## config.mk

```make
export PLATFORM = sky130hd
export DESIGN_NAME = wav_header_chunk_parser_core_flat
export DESIGN_NICKNAME = d
export VERILOG_FILES = /design/src/rtl/wavp_pkg.sv /design/src/rtl/wavp_if.sv /design/src/rtl/wavp_div.sv /design/src/rtl/wavp_dpath.sv /design/src/rtl/wavp_ctrl.sv /design/src/rtl/wav_header_chunk_parser_core.sv /design/src/flat_wrapper.sv
export SDC_FILE = /design/constraint.sdc
export NUM_CORES = 2
export LEC_CHECK = 0
export BUFFER_PORTS_ARGS = -buffer_cell sky130_fd_sc_hd__buf_2
export CAP_MARGIN = 20
export CORE_MARGIN = 2
export CORE_UTILIZATION = 30
export DETAILED_ROUTE_END_ITERATION = 10
export SETUP_SLACK_MARGIN = 0.15
export SYNTH_ARGS = -nofsm -noshare
export SYNTH_HDL_FRONTEND = slang
export SYNTH_SLANG_ARGS = --single-unit
```

## constraint.sdc

```tcl
create_clock -name clk -period 6.65 [get_ports clk]
set_input_delay 1.33 -clock clk [delete_from_list [all_inputs] [get_ports clk]]
set_output_delay 1.33 -clock clk [all_outputs]
set_load 0.01 [all_outputs]
```

## src/rtl/wavp_pkg.sv

```systemverilog
// Shared types and constants for the WAV header chunk parser.
package wavp_pkg;

	localparam int OFFSET_BITS_DEF = 32;

	// Chunk identifiers as they appear big-endian in the byte stream.
	localparam logic [31:0] ID_RIFF = 32'h52494646;
	localparam logic [31:0] ID_WAVE = 32'h57415645;
	localparam logic [31:0] ID_FMT  = 32'h666D7420;
	localparam logic [31:0] ID_CUE  = 32'h63756520;
	localparam logic [31:0] ID_LIST = 32'h4C495354;
	localparam logic [31:0] ID_DATA = 32'h64617461;
	localparam logic [31:0] ID_MARK = 32'h6D61726B;

	localparam int QUO_BITS = 32;
	localparam int DIV_BITS = 13;

	typedef enum logic [1:0] {
		PH_TOP,
		PH_WAVE,
		PH_SUB,
		PH_STOP
	} phase_t;

	typedef enum logic [2:0] {
		RPT_OK,
		RPT_NO_RIFF,
		RPT_NO_FMT,
		RPT_NOT_PCM,
		RPT_NO_DATA,
		RPT_BAD_LOOP,
		RPT_ZERO_WIDTH
	} rpt_status_t;

	typedef enum logic [2:0] {
		S_SCAN,
		S_START,
		S_DIV,
		S_LOAD,
		S_OUT
	} ctrl_state_t;

	// Commands from the controller to the datapath.
	typedef struct packed {
		logic byte_en;
		logic div_start;
		logic load;
	} cmd_t;

	// Status from the datapath to the controller.
	typedef struct packed {
		logic div_done;
	} sts_t;

endpackage

```

## src/rtl/wavp_if.sv

```systemverilog
// Stream interfaces for file bytes and for the parse report.
interface wavp_byte_if;
	logic       valid;
	logic       ready;
	logic [7:0] byte_value;
	logic       last_byte;

	modport source (output valid, output byte_value, output last_byte, input ready);
	modport sink (input valid, input byte_value, input last_byte, output ready);
endinterface

interface wavp_report_if;
	logic               valid;
	logic               ready;
	logic        [2:0]  status;
	logic        [15:0] channels;
	logic signed [31:0] sample_rate;
	logic        [12:0] sample_width;
	logic signed [31:0] loop_start;
	logic signed [31:0] sample_count;
	logic        [31:0] data_offset;

	modport source (output valid, output status, output channels, output sample_rate,
		output sample_width, output loop_start, output sample_count, output data_offset,
		input ready);
	modport sink (input valid, input status, input channels, input sample_rate,
		input sample_width, input loop_start, input sample_count, input data_offset,
		output ready);
endinterface

```

## src/rtl/wavp_div.sv

```systemverilog
// Restoring divider, one quotient bit per cycle.
module wavp_div (
	input  logic                             clk,
	input  logic                             arst_n,
	input  logic                             start,
	input  logic [wavp_pkg::QUO_BITS-1:0]    dividend,
	input  logic [wavp_pkg::DIV_BITS-1:0]    divisor,
	output logic [wavp_pkg::QUO_BITS-1:0]    quotient,
	output logic                             done
);
	localparam int CW = $clog2(wavp_pkg::QUO_BITS);

	logic                          busy_q;
	logic [CW-1:0]                 cnt_q;
	logic [wavp_pkg::DIV_BITS-1:0] rem_q;
	logic [wavp_pkg::DIV_BITS-1:0] dvs_q;
	logic [wavp_pkg::QUO_BITS-1:0] quo_q;
	logic [wavp_pkg::DIV_BITS:0]   trial;
	logic                          fits;

	// Shift in the next dividend bit and try the subtraction.
	assign trial = {rem_q, quo_q[wavp_pkg::QUO_BITS-1]};
	assign fits  = trial >= {1'b0, dvs_q};
	assign done  = busy_q && (cnt_q == CW'(wavp_pkg::QUO_BITS - 1));
	assign quotient = quo_q;

	// Iteration control.
	always_ff @(posedge clk or negedge arst_n) begin
		if (!arst_n) begin
			busy_q <= 1'b0;
			cnt_q  <= '0;
		end else if (start) begin
			busy_q <= 1'b1;
			cnt_q  <= '0;
		end else if (busy_q) begin
			cnt_q <= cnt_q + 1'b1;
			if (done) begin
				busy_q <= 1'b0;
			end
		end
	end

	// Partial remainder and quotient.
	always_ff @(posedge clk) begin
		if (start) begin
			rem_q <= '0;
			dvs_q <= divisor;
			quo_q <= dividend;
		end else if (busy_q) begin
			if (fits) begin
				rem_q <= wavp_pkg::DIV_BITS'(trial - {1'b0, dvs_q});
			end else begin
				rem_q <= trial[wavp_pkg::DIV_BITS-1:0];
			end
			quo_q <= {quo_q[wavp_pkg::QUO_BITS-2:0], fits};
		end
	end
endmodule

```

## src/rtl/wavp_dpath.sv

```systemverilog
// Datapath: chunk walker, field capture, divider and report register.
module wavp_dpath #(
	parameter int OFFSET_BITS = wavp_pkg::OFFSET_BITS_DEF
) (
	input  logic               clk,
	input  logic               arst_n,
	input  wavp_pkg::cmd_t     cmd,
	output wavp_pkg::sts_t     sts,
	input  logic [7:0]         byte_value,
	output logic [2:0]         status,
	output logic [15:0]        channels,
	output logic signed [31:0] sample_rate,
	output logic [12:0]        sample_width,
	output logic signed [31:0] loop_start,
	output logic signed [31:0] sample_count,
	output logic [31:0]        data_offset
);
	localparam int OB = OFFSET_BITS;
	// Wide enough for a header position plus a 31-bit length.
	localparam int NW = ((OB > 31) ? OB : 31) + 2;

	logic [OB:0]            boff_q;
	wavp_pkg::phase_t       phase_q;
	logic [OB-1:0]          cstart_q;
	logic [NW-1:0]          ncoff_q;
	logic [63:0]            hdr_q;
	logic                   f_riff_q, f_fmt_q, f_cue_q, f_list_q, f_data_q;
	logic [63:0]            fmt_q;
	logic [15:0]            fbits_q;
	logic [OB-1:0]          fmt_start_q, cue_start_q, list_start_q, data_start_q;
	logic [31:0]            cue_ls_q, mark_q, loop_len_q, data_len_q;

	logic [OB-1:0]          pos;
	logic                   in_range;
	logic [63:0]            hdr_n;
	logic [31:0]            hid, hlen;
	logic [NW-1:0]          hnext;
	logic                   at_hdr, at_wave;
	logic [OB-1:0]          d_fmt, d_cue, d_list;

	logic [wavp_pkg::QUO_BITS-1:0] quo;
	logic                   div_done;
	logic [12:0]            width;
	logic [31:0]            loop_st, loop_sum;
	wavp_pkg::rpt_status_t  r_status;
	logic [31:0]            r_count, r_doff;
	logic [15:0]            r_chan;
	logic [31:0]            r_rate, r_lst;
	logic [12:0]            r_width;

	// Byte position and header window.
	assign pos      = boff_q[OB-1:0];
	assign in_range = !boff_q[OB];
	assign hdr_n    = {hdr_q[55:0], byte_value};
	assign hid      = hdr_n[63:32];
	assign hlen     = {hdr_n[7:0], hdr_n[15:8], hdr_n[23:16], hdr_n[31:24]};
	assign hnext    = ncoff_q + NW'(8) + (NW'({1'b0, hlen} + 33'd1) & ~NW'(1));
	assign at_hdr   = (phase_q == wavp_pkg::PH_TOP || phase_q == wavp_pkg::PH_SUB)
		&& (NW'(pos) == ncoff_q + NW'(7));
	assign at_wave  = (phase_q == wavp_pkg::PH_WAVE) && (NW'(pos) == NW'(cstart_q) + NW'(11));
	assign d_fmt    = pos - fmt_start_q;
	assign d_cue    = pos - cue_start_q;
	assign d_list   = pos - list_start_q;

	// Walker and capture registers; cleared after each report.
	always_ff @(posedge clk or negedge arst_n) begin
		if (!arst_n) begin
			boff_q   <= '0;
			phase_q  <= wavp_pkg::PH_TOP;
			cstart_q <= '0;
			ncoff_q  <= '0;
			hdr_q    <= '0;
			f_riff_q <= 1'b0;
			f_fmt_q  <= 1'b0;
			f_cue_q  <= 1'b0;
			f_list_q <= 1'b0;
			f_data_q <= 1'b0;
			fmt_q    <= '0;
			fbits_q  <= '0;
			fmt_start_q  <= '0;
			cue_start_q  <= '0;
			list_start_q <= '0;
			data_start_q <= '0;
			cue_ls_q   <= '0;
			mark_q     <= '0;
			loop_len_q <= '0;
			data_len_q <= '0;
		end else if (cmd.load) begin
			boff_q   <= '0;
			phase_q  <= wavp_pkg::PH_TOP;
			cstart_q <= '0;
			ncoff_q  <= '0;
			hdr_q    <= '0;
			f_riff_q <= 1'b0;
			f_fmt_q  <= 1'b0;
			f_cue_q  <= 1'b0;
			f_list_q <= 1'b0;
			f_data_q <= 1'b0;
			fmt_q    <= '0;
			fbits_q  <= '0;
			fmt_start_q  <= '0;
			cue_start_q  <= '0;
			list_start_q <= '0;
			data_start_q <= '0;
			cue_ls_q   <= '0;
			mark_q     <= '0;
			loop_len_q <= '0;
			data_len_q <= '0;
		end else if (cmd.byte_en && in_range) begin
			boff_q <= boff_q + 1'b1;
			hdr_q  <= hdr_n;
			// Field capture at fixed offsets from each noted chunk.
			if (f_fmt_q) begin
				if (d_fmt >= OB'(8) && d_fmt <= OB'(15)) begin
					fmt_q[8*(d_fmt[2:0]) +: 8] <= byte_value;
				end else if (d_fmt == OB'(22)) begin
					fbits_q[7:0] <= byte_value;
				end else if (d_fmt == OB'(23)) begin
					fbits_q[15:8] <= byte_value;
				end
			end
			if (f_cue_q && d_cue >= OB'(32) && d_cue <= OB'(35)) begin
				cue_ls_q[8*(d_cue[1:0]) +: 8] <= byte_value;
			end
			if (f_list_q) begin
				if (d_list >= OB'(24) && d_list <= OB'(27)) begin
					loop_len_q[8*(d_list[1:0]) +: 8] <= byte_value;
				end else if (d_list >= OB'(28) && d_list <= OB'(31)) begin
					mark_q <= {mark_q[23:0], byte_value};
				end
			end
			// Chunk header handling.
			if (at_hdr) begin
				if (hlen[31]) begin
					phase_q <= wavp_pkg::PH_STOP;
				end else if (phase_q == wavp_pkg::PH_TOP && hid == wavp_pkg::ID_RIFF) begin
					cstart_q <= ncoff_q[OB-1:0];
					phase_q  <= wavp_pkg::PH_WAVE;
				end else begin
					ncoff_q <= hnext;
					if (phase_q == wavp_pkg::PH_SUB) begin
						if (hid == wavp_pkg::ID_FMT && !f_fmt_q) begin
							f_fmt_q     <= 1'b1;
							fmt_start_q <= ncoff_q[OB-1:0];
						end else if (hid == wavp_pkg::ID_CUE && !f_cue_q) begin
							f_cue_q     <= 1'b1;
							cue_start_q <= ncoff_q[OB-1:0];
						end else if (hid == wavp_pkg::ID_LIST && f_cue_q && !f_list_q) begin
							f_list_q     <= 1'b1;
							list_start_q <= ncoff_q[OB-1:0];
						end
						if (hid == wavp_pkg::ID_DATA && !f_data_q) begin
							f_data_q     <= 1'b1;
							data_start_q <= ncoff_q[OB-1:0];
							data_len_q   <= hlen;
						end
					end
				end
			end else if (at_wave) begin
				if (hdr_n[31:0] == wavp_pkg::ID_WAVE) begin
					f_riff_q <= 1'b1;
					phase_q  <= wavp_pkg::PH_SUB;
					ncoff_q  <= NW'(cstart_q) + NW'(12);
				end else begin
					phase_q <= wavp_pkg::PH_STOP;
				end
			end
		end
	end

	// Data samples = data length / bytes per sample.
	assign width = fbits_q[15:3];

	wavp_div u_div (
		.clk      (clk),
		.arst_n   (arst_n),
		.start    (cmd.div_start),
		.dividend (data_len_q),
		.divisor  (width),
		.quotient (quo),
		.done     (div_done)
	);

	assign sts.div_done = div_done;

	// Report assembly from the captured fields and the quotient.
	assign loop_st  = f_cue_q ? cue_ls_q : 32'hFFFF_FFFF;
	assign loop_sum = (f_cue_q && f_list_q && mark_q == wavp_pkg::ID_MARK)
		? loop_st + loop_len_q : 32'd0;

	always_comb begin
		r_status = wavp_pkg::RPT_OK;
		r_chan   = '0;
		r_rate   = '0;
		r_width  = '0;
		r_lst    = '0;
		r_count  = '0;
		r_doff   = '0;
		if (!f_riff_q) begin
			r_status = wavp_pkg::RPT_NO_RIFF;
		end else if (!f_fmt_q) begin
			r_status = wavp_pkg::RPT_NO_FMT;
		end else if (fmt_q[15:0] != 16'd1) begin
			r_status = wavp_pkg::RPT_NOT_PCM;
		end else begin
			r_chan  = fmt_q[31:16];
			r_rate  = fmt_q[63:32];
			r_width = width;
			r_lst   = loop_st;
			r_count = loop_sum;
			if (!f_data_q) begin
				r_status = wavp_pkg::RPT_NO_DATA;
			end else begin
				r_doff = 32'(data_start_q) + 32'd8;
				if (width == '0) begin
					r_status = wavp_pkg::RPT_ZERO_WIDTH;
				end else if (loop_sum != '0) begin
					if ($signed(quo) < $signed(loop_sum)) begin
						r_status = wavp_pkg::RPT_BAD_LOOP;
					end
				end else begin
					r_count = quo;
				end
			end
		end
	end

	// Report register.
	always_ff @(posedge clk) begin
		if (cmd.load) begin
			status       <= r_status;
			channels     <= r_chan;
			sample_rate  <= r_rate;
			sample_width <= r_width;
			loop_start   <= r_lst;
			sample_count <= r_count;
			data_offset  <= r_doff;
		end
	end
endmodule

```

## src/rtl/wavp_ctrl.sv

```systemverilog
// Controller: byte acceptance, division sequencing and report handshake.
module wavp_ctrl (
	input  logic           clk,
	input  logic           arst_n,
	input  logic           in_valid,
	input  logic           in_last,
	output logic           in_ready,
	output logic           out_valid,
	input  logic           out_ready,
	output wavp_pkg::cmd_t cmd,
	input  wavp_pkg::sts_t sts
);
	wavp_pkg::ctrl_state_t state_q, state_n;

	// State register.
	always_ff @(posedge clk or negedge arst_n) begin
		if (!arst_n) begin
			state_q <= wavp_pkg::S_SCAN;
		end else begin
			state_q <= state_n;
		end
	end

	// Next state and commands.
	always_comb begin
		state_n       = state_q;
		in_ready      = 1'b0;
		out_valid     = 1'b0;
		cmd.byte_en   = 1'b0;
		cmd.div_start = 1'b0;
		cmd.load      = 1'b0;
		case (state_q)
			wavp_pkg::S_SCAN: begin
				in_ready    = 1'b1;
				cmd.byte_en = in_valid;
				if (in_valid && in_last) begin
					state_n = wavp_pkg::S_START;
				end
			end
			wavp_pkg::S_START: begin
				cmd.div_start = 1'b1;
				state_n       = wavp_pkg::S_DIV;
			end
			wavp_pkg::S_DIV: begin
				if (sts.div_done) begin
					state_n = wavp_pkg::S_LOAD;
				end
			end
			wavp_pkg::S_LOAD: begin
				cmd.load = 1'b1;
				state_n  = wavp_pkg::S_OUT;
			end
			wavp_pkg::S_OUT: begin
				out_valid = 1'b1;
				if (out_ready) begin
					state_n = wavp_pkg::S_SCAN;
				end
			end
			default: begin
				state_n = wavp_pkg::S_SCAN;
			end
		endcase
	end

	// The final beat of a file starts the report sequence.
	a_last_starts: assert property (@(posedge clk) disable iff (!arst_n)
		(state_q == wavp_pkg::S_SCAN && in_valid && in_last) |=> state_q == wavp_pkg::S_START)
		else $error("last beat did not start the report");

	// Division completion leads to the report load.
	a_div_load: assert property (@(posedge clk) disable iff (!arst_n)
		(state_q == wavp_pkg::S_DIV && sts.div_done) |=> cmd.load)
		else $error("report not loaded after division");

	// A loaded report is presented in the next cycle.
	a_load_out: assert property (@(posedge clk) disable iff (!arst_n)
		cmd.load |=> out_valid && !in_ready)
		else $error("report not presented after load");
endmodule

```

## src/rtl/wav_header_chunk_parser_core.sv

```systemverilog
// Top level of the WAV header chunk parser.
// Throughput: one file byte per cycle while scanning.
// After the last beat, the report passes through a start state, the bit-serial
// sample-count divider and a load state before valid is raised.
// No new byte is taken until the report beat is taken.
// Reset (arst_n low) clears the walker and flags; the same clear follows each report.
module wav_header_chunk_parser_core #(
	parameter int OFFSET_BITS = wavp_pkg::OFFSET_BITS_DEF
) (
	input logic    clk,
	input logic    arst_n,
	wavp_byte_if.sink     byte_ch,
	wavp_report_if.source report_ch
);
	wavp_pkg::cmd_t cmd;
	wavp_pkg::sts_t sts;

	wavp_ctrl u_ctrl (
		.clk       (clk),
		.arst_n    (arst_n),
		.in_valid  (byte_ch.valid),
		.in_last   (byte_ch.last_byte),
		.in_ready  (byte_ch.ready),
		.out_valid (report_ch.valid),
		.out_ready (report_ch.ready),
		.cmd       (cmd),
		.sts       (sts)
	);

	wavp_dpath #(
		.OFFSET_BITS (OFFSET_BITS)
	) u_dpath (
		.clk          (clk),
		.arst_n       (arst_n),
		.cmd          (cmd),
		.sts          (sts),
		.byte_value   (byte_ch.byte_value),
		.status       (report_ch.status),
		.channels     (report_ch.channels),
		.sample_rate  (report_ch.sample_rate),
		.sample_width (report_ch.sample_width),
		.loop_start   (report_ch.loop_start),
		.sample_count (report_ch.sample_count),
		.data_offset  (report_ch.data_offset)
	);
endmodule

```

## src/flat_wrapper.sv

```systemverilog
// flat-port wrapper written by rule: the top's interface ports become plain ports
module wav_header_chunk_parser_core_flat 
#(
	parameter int OFFSET_BITS = wavp_pkg::OFFSET_BITS_DEF
)
  (clk, arst_n, byte_ch_valid, byte_ch_byte_value, byte_ch_last_byte, byte_ch_ready, report_ch_valid, report_ch_status, report_ch_channels, report_ch_sample_rate, report_ch_sample_width, report_ch_loop_start, report_ch_sample_count, report_ch_data_offset, report_ch_ready);
  wavp_byte_if byte_ch_i ();
  wavp_report_if report_ch_i ();
  input logic clk;
  input logic arst_n;
  input wire logic [$bits(byte_ch_i.valid)-1:0] byte_ch_valid;
  input wire logic [$bits(byte_ch_i.byte_value)-1:0] byte_ch_byte_value;
  input wire logic [$bits(byte_ch_i.last_byte)-1:0] byte_ch_last_byte;
  output wire logic [$bits(byte_ch_i.ready)-1:0] byte_ch_ready;
  output wire logic [$bits(report_ch_i.valid)-1:0] report_ch_valid;
  output wire logic [$bits(report_ch_i.status)-1:0] report_ch_status;
  output wire logic [$bits(report_ch_i.channels)-1:0] report_ch_channels;
  output wire logic [$bits(report_ch_i.sample_rate)-1:0] report_ch_sample_rate;
  output wire logic [$bits(report_ch_i.sample_width)-1:0] report_ch_sample_width;
  output wire logic [$bits(report_ch_i.loop_start)-1:0] report_ch_loop_start;
  output wire logic [$bits(report_ch_i.sample_count)-1:0] report_ch_sample_count;
  output wire logic [$bits(report_ch_i.data_offset)-1:0] report_ch_data_offset;
  input wire logic [$bits(report_ch_i.ready)-1:0] report_ch_ready;
  assign byte_ch_i.valid = byte_ch_valid;
  assign byte_ch_i.byte_value = byte_ch_byte_value;
  assign byte_ch_i.last_byte = byte_ch_last_byte;
  assign byte_ch_ready = byte_ch_i.ready;
  assign report_ch_valid = report_ch_i.valid;
  assign report_ch_status = report_ch_i.status;
  assign report_ch_channels = report_ch_i.channels;
  assign report_ch_sample_rate = report_ch_i.sample_rate;
  assign report_ch_sample_width = report_ch_i.sample_width;
  assign report_ch_loop_start = report_ch_i.loop_start;
  assign report_ch_sample_count = report_ch_i.sample_count;
  assign report_ch_data_offset = report_ch_i.data_offset;
  assign report_ch_i.ready = report_ch_ready;
  wav_header_chunk_parser_core #(.OFFSET_BITS(OFFSET_BITS)) u_core (.clk(clk), .arst_n(arst_n), .byte_ch(byte_ch_i), .report_ch(report_ch_i));
endmodule
```

**After elaboration in Yosys (flattened, before gate mapping)**

Index checks and enable logic that the tools add are counted.

- Bits of input ports: 13
- Output and inout port bits: 162
- Flip-flop bits (word level): 725

- Eq/ne operators: 33
- Reductions and logical operators: 66
- Magnitude comparators: 10
- Muxes and demuxes: 151
- $add $sub $neg: 17
- Shifts and indexed selects: 6
- Bitwise gates (word level): 3

Operators with widths:

| operator | number |
|---|---|
| 32-bit 2-to-1 mux | 62 |
| 64-bit 2-to-1 mux | 4 |
| 34-bit 2-to-1 mux | 7 |
| 32-bit by 31-bit equality test with 1-bit output, second input constant | 7 |
| 56-bit 2-to-1 mux | 2 |
| 32-bit subtractor | 3 |
| 5-bit negator with 34-bit output | 2 |
| 8-bit by 34-bit variable shift with 32-bit output, first input constant | 2 |
| 8-bit by 34-bit indexed part select with 32-bit output | 2 |
| 32-bit by 4-bit adder with 33-bit output, second input constant | 2 |
| 33-bit 2-to-1 mux | 2 |
| 32-bit bitwise mux | 2 |
| 64-bit bitwise mux | 1 |
| 32-bit by 5-bit equality test with 1-bit output, second input constant | 2 |
| 32-bit by 5-bit >= comparator with 1-bit output, second input constant | 2 |
| 32-bit by 5-bit <= comparator with 1-bit output, second input constant | 2 |
| 16-bit 2-to-1 mux | 4 |
| 8-bit by 34-bit variable shift with 64-bit output, first input constant | 1 |
| 8-bit by 34-bit indexed part select with 64-bit output | 1 |
| 1-bit 2-to-1 mux | 45 |
| 2-bit nonzero test | 19 |
| 34-bit by 3-bit adder with 34-bit output, second input constant | 1 |
| 34-bit by 33-bit adder with 34-bit output | 1 |
| 34-bit by 4-bit adder with 34-bit output, second input constant | 1 |
| other kinds (50) | 109 |

**Depth between registers and ports, before layout**

- Word-level depth: 12
- Depth in mapped cells: 23
- Depth with buffers taken out: 22

**Cells and area by module**

From an unflattened synthesis, not the netlist that was laid out.

- Cell total of the unflattened synthesis: 4959
- Area, all modules: 46367.0 um^2

Modules (own cells, without submodules):

| module | instances | cells each | sequential area each (um^2) | area an instance (um^2) |
|---|---|---|---|---|
| wavp_dpath | 1 | 4660 | 17166.5 | 42817.3 |
| wavp_div | 1 | 283 | 1761.7 | 3390.8 |
| wavp_ctrl | 1 | 16 | 75.1 | 158.9 |

**Worst setup path before layout**

No wires, ideal clock.

- Path kind: register to register
- Start: register u_core.u_ctrl.state_q[1]
- End: register u_core.u_dpath.channels[0], enable pin
- Cell stages (with the launch flop): 9
- Path slack: -0.137 ns
- Arrival time: 6.200 ns
- Cell sequence: dfrtp_1 > clkbuf_1 > nand2_1 > or2_2 > clkbuf_1 > inv_1 > clkbuf_1 > clkbuf_1 > clkbuf_1

- Word-level cells in the longest chain between the ends: 2

Ends and longest elaborated chain:

| what | line | source |
|---|---|---|
| start: declaration | wavp_ctrl.sv:13 | `wavp_pkg::ctrl_state_t state_q, state_n;` |
| start signal: assignment | wavp_ctrl.sv:18 | `state_q <= wavp_pkg::S_SCAN;` |
| start signal: assignment | wavp_ctrl.sv:20 | `state_q <= state_n;` |
| 3-bit by 2-bit equality test with 1-bit output | wavp_ctrl.sv:32 | `case (state_q)` |
| 1-bit 2-to-1 mux | wavp_ctrl.sv:32 |  |
| end signal: assignment | wavp_dpath.sv:232 | `channels <= r_chan;` |
| end: declaration | wavp_dpath.sv:11 | `output logic [15:0] channels,` |

No other way between the ends.
A chain may end at the register's enable or synchronous reset.

**Worst setup path after layout**

- Start: register u_core.u_dpath.boff_q[1]
- End: register u_core.u_dpath.loop_len_q[0]

- Word-level cells in the longest chain between the ends: 8
- Elaborated cells between the ends (all ways): 14
- Those cells by class: add/sub: 2; order compare: 2; shift: 2; mux: 5; reduce/logical: 3

Ends and longest elaborated chain:

| what | line | source |
|---|---|---|
| start: declaration | wavp_dpath.sv:22 | `logic [OB:0] boff_q;` |
| start signal: assignment | wavp_dpath.sv:110 | `boff_q <= boff_q + 1'b1;` |
| 32-bit subtractor * | wavp_dpath.sv:63 | `assign d_list = pos - list_start_q;` |
| 5-bit negator with 34-bit output | wavp_dpath.sv:127 | `loop_len_q[8*(d_list[1:0]) +: 8] <= byte_value;` |
| 8-bit by 34-bit indexed part select with 32-bit output / 8-bit by 34-bit variable shift with 32-bit output (equally long branches) | wavp_dpath.sv:127 |  |
| 32-bit bitwise mux | wavp_dpath.sv:127 |  |
| 32-bit 2-to-1 mux | wavp_dpath.sv:126 | `if (d_list >= OB'(24) && d_list <= OB'(27)) begin` |
| 32-bit 2-to-1 mux | wavp_dpath.sv:125 | `if (f_list_q) begin` |
| 32-bit 2-to-1 mux | wavp_dpath.sv:109 | `end else if (cmd.byte_en && in_range) begin` |
| 32-bit 2-to-1 mux | wavp_dpath.sv:88 | `end else if (cmd.load) begin` |
| end signal: indexed assignment | wavp_dpath.sv:127 |  |
| end: declaration | wavp_dpath.sv:31 | `logic [31:0] cue_ls_q, mark_q, loop_len_q, data_len_q;` |

Mark *: on every way between the ends. The rest lies on a longest branch, timed or not. The select of a mux whose other input is x is not followed.

==> load_flow_metrics.sql <==
INSERT INTO impl_metrics (metric_group, metric, value, unit) VALUES
('outcome', 'run_status', 'finished, final reports clean', ''),
('floorplanning', 'design.core.area', '152000', 'um^2'),
('placed_design', 'globalplace.congestion', '0.998', ''),
('global_routing', 'gr-usage-all-layers', '0.193', ''),
('cts', 'cts.sink_count', '721', ''),
('timing', 'grt_setup_unrepaired', 'no', ''),
('layout', 'synthToLayoutAreaGrowth', '13.3', '%'),
('cts', 'post-cts-setup-buffer-count', '0', ''),
('critical_path', 'crit_slowest_cell', 'sky130_fd_sc_hd__a2111oi_0', ''),
('critical_path', 'timing.critical_path.buf_inv', '2', ''),
('synth', 'post_synth_main_area_contributors', 'sky130_fd_sc_hd__dfrtp_1, sky130_fd_sc_hd__edfxtp_1, sky130_fd_sc_hd__mux2i_1, sky130_fd_sc_hd__ha_1, sky130_fd_sc_hd__nand2_1', ''),
('route', 'detail_route.first_pass.iterations', '5', ''),
('floorplanning', 'die_width', '395', 'um'),
('critical_path', 'critical_path_arrival', '6.32', 'ns'),
('synth', 'netlist_top_cells_count', 'sky130_fd_sc_hd__nand2_1, sky130_fd_sc_hd__dfrtp_1, sky130_fd_sc_hd__nor2_1', ''),
('cts', 'clk_pin_slew', '0.06', 'ns'),
('route', 'vias_per_cell', '5.38', ''),
('placed_design', 'dpl.cell_count', '7051', ''),
('cts', 'clockBufferDepth', '3', ''),
('critical_path', 'worstSetupStartpointType', 'register', ''),
('timing', 'maxClockFrequency', '175', 'MHz'),
('global_routing', 'grt_pass1_vias', '36600', ''),
('timing', 'final.min_clock_period', '5.70', 'ns'),
('layout', 'seq_area', '19000', 'um^2'),
('synth', 'post_synth_num_cell_types', '93', ''),
('cts', 'numCtsBuffers', '83', ''),
('timing', 'setup-tns-final', '0', 'ns'),
('global_routing', 'grt_start_max_net_pins', '144', ''),
('critical_path', 'most_common_cell_type_on_the_critical_path', 'sky130_fd_sc_hd__o211ai_1', ''),
('synth', 'synth_warnings', '0', ''),
('synth', 'post_synthesis_net_count', '5306', ''),
('timing', 'maxSlewViolCount', '0', ''),
('power_and_ir_drop', 'leakagePower', '24.2', 'nW'),
('cts', 'htreeDepth', '3', ''),
('route', 'antenna_left', '0', ''),
('layout', 'multi_input_area', '24900', 'um^2'),
('timing', 'hold_slack', '0.496', 'ns'),
('timing', 'report.final.hold_viol_count', '0', ''),
('critical_path', 'cpLargestDelayFamily', 'compound AO/OA/AOI/OAI gates', ''),
('cts', 'cts-resized-gates', '0', ''),
('timing', 'worst-slew-pin-transition', '1.07', 'ns'),
('cts', 'cts_hold_repair.buffers', '0', ''),
('flow_run', 'cap_viol_max_count', '0', ''),
('synth', 'synth_seq_cells', '721', ''),
('synth', 'synth_ff_type', 'sky130_fd_sc_hd__dfrtp_1', ''),
('synth', 'synthesized_area_divided_by_synthesized_cell_count', '9.12', 'um^2'),
('layout', 'fillCellCount', '15500', ''),
('cts', 'worstSkewPairLatency', '0.71', 'ns'),
('floorplanning', 'die_height', '395', 'um'),
('placed_design', 'io_buffers', '174', ''),
('worst_hold_path', 'min_path_type', 'register to register', ''),
('synth', 'async_set_or_reset_register_ratio_after_synthesis', '0.698', ''),
('route', 'detail_route.iter0.violations', '3675', ''),
('route', 'routed_wire_length_per_instance', '21.5', 'um'),
('floorplanning', 'io_pins', '175', ''),
('layout', 'final_util', '0.342', ''),
('floorplanning', 'std_cell_rows', '143', ''),
('cts', 'tritoncts_clock_tree', 'done', ''),
('critical_path', 'worstPathRequired', '7.27', 'ns'),
('floorplanning', 'start_util', '0.302', ''),
('global_routing', 'antenna_found_initial', '3', ''),
('route', 'wl', '155', 'mm'),
('timing', 'period_share', '0.857', ''),
('global_routing', 'global_route.overflow_total', '0', ''),
('timing', 'max-slew-margin-rel', '0.278', ''),
('route', 'detailed_route_via_count', '38800', ''),
('critical_path', 'worst-path-max-fanout', '9', ''),
('timing', 'timing.final.setup_violations', '0', ''),
('layout', 'stdcell_count', '7207', ''),
('power_and_ir_drop', 'vdd_ir_drop_max', '0.233', 'mV'),
('floorplanning', 'design.die.area', '156000', 'um^2');
## path summary, 6_finish.rpt
kind                                              from                             to  slack, ns  cells past startpoint
setup / recovery              u_core.u_dpath.boff_q[1]   u_core.u_dpath.loop_len_q[0]       0.95                     14
hold / removal             u_core.u_dpath.cue_ls_q[24]    u_core.u_dpath.cue_ls_q[24]       0.50                      1
setup reg to reg              u_core.u_dpath.boff_q[1]   u_core.u_dpath.loop_len_q[0]       0.95                     14
hold reg to reg            u_core.u_dpath.cue_ls_q[24]    u_core.u_dpath.cue_ls_q[24]       0.50                      1
max in group asynchronous                       arst_n  u_core.u_dpath.data_len_q[26]       4.59                      2
min in group asynchronous                       arst_n       u_core.u_dpath.fmt_q[52]       0.62                      1
## where the power goes
part / leakage [nW] / internal [mW] / switching, mW / total, mW
sequential: 8.98 / 5.37 / 0.832 / 6.20
clock: 1.41 / 2.86 / 2.05 / 4.91
combinational: 13.8 / 2.47 / 4.06 / 6.53
total: 24.2 / 10.7 / 6.94 / 17.6
## cells by family (layout without fill, tap and decap cells)
group           Yosys count  after routing  share of synthesized area
simple gates           1937           1937                      0.202
compound gates          948            948                      0.135
flops                   721            721                      0.414
buf+inv                 524            667                     0.0442
mux                     344            344                     0.0751
xor+xnor                299            299                     0.0574
fa+ha+maj               260            260                     0.0718
other cells               0              1                          0
## placed cells by master (no fill, tap or decap), types with 173 or more instances in the layout
| cell | synthesis | final |
|---|---|---|
| sky130_fd_sc_hd__edfxtp_1 | 205 | 205 |
| sky130_fd_sc_hd__buf_2 | 31 | 173 |
| sky130_fd_sc_hd__xnor2_1 | 180 | 180 |
| sky130_fd_sc_hd__nand2_1 | 676 | 674 |
| sky130_fd_sc_hd__a21oi_1 | 281 | 281 |
| sky130_fd_sc_hd__dfrtp_1 | 503 | 503 |
| sky130_fd_sc_hd__mux2i_1 | 339 | 339 |
| sky130_fd_sc_hd__o21ai_0 | 198 | 198 |
| sky130_fd_sc_hd__ha_1 | 254 | 254 |
| sky130_fd_sc_hd__inv_1 | 238 | 236 |
| sky130_fd_sc_hd__nor2_1 | 445 | 444 |
## registers in the layout (all words and copies together), names as in the netlist, 32 cells and up
name,cells
u_core.u_dpath.cstart_q,32
u_core.u_dpath.sample_rate,32
u_core.u_dpath.sample_count,32
u_core.u_dpath.fmt_start_q,32
u_core.u_dpath.data_offset,32
u_core.u_dpath.u_div.quotient,32
u_core.u_dpath.cue_start_q,32
u_core.u_dpath.loop_len_q,32
u_core.u_dpath.fmt_q,64
u_core.u_dpath.list_start_q,32
u_core.u_dpath.hdr_q,56
u_core.u_dpath.data_start_q,32
u_core.u_dpath.ncoff_q,34
u_core.u_dpath.boff_q,33
u_core.u_dpath.mark_q,32
u_core.u_dpath.loop_start,32
u_core.u_dpath.cue_ls_q,32
## metal layers
| metal | GRT usage | part of all wire | vias to the layer above |
|---|---|---|---|
| met1 | 0.278 | 0.46 | 19100 |
| li1 | - | - | 18000 |
| met2 | 0.294 | 0.44 | 1414 |
| met3 | 0.0321 | 0.068 | 240 |
| met4 | 0.0603 | 0.033 | 2 |
| met5 | 0 | 0.000084 | - |
## per-stage QoR
stage	setup slack [ns]	area, um^2	total power [mW]
final	0.950	52000	17.6
after global placement	1.07	49100	12.6
after floorplan	1.51	45900	10.5
after global routing	0.652	52000	18.7
after CTS	1.05	52000	17.7
after detailed placement	1.07	49100	12.7
## cell type report
class	instances	share of cell area
multi-input combinational	3788	0.480
sequential	721	0.366
tap	2030	0.0489
clock buffer	102	0.0423
clock inverter	52	0.0140
antenna	1	0.0000481
inverter	240	0.0175
timing repair buffer	273	0.0322
Power figures use the tool's default switching activity.
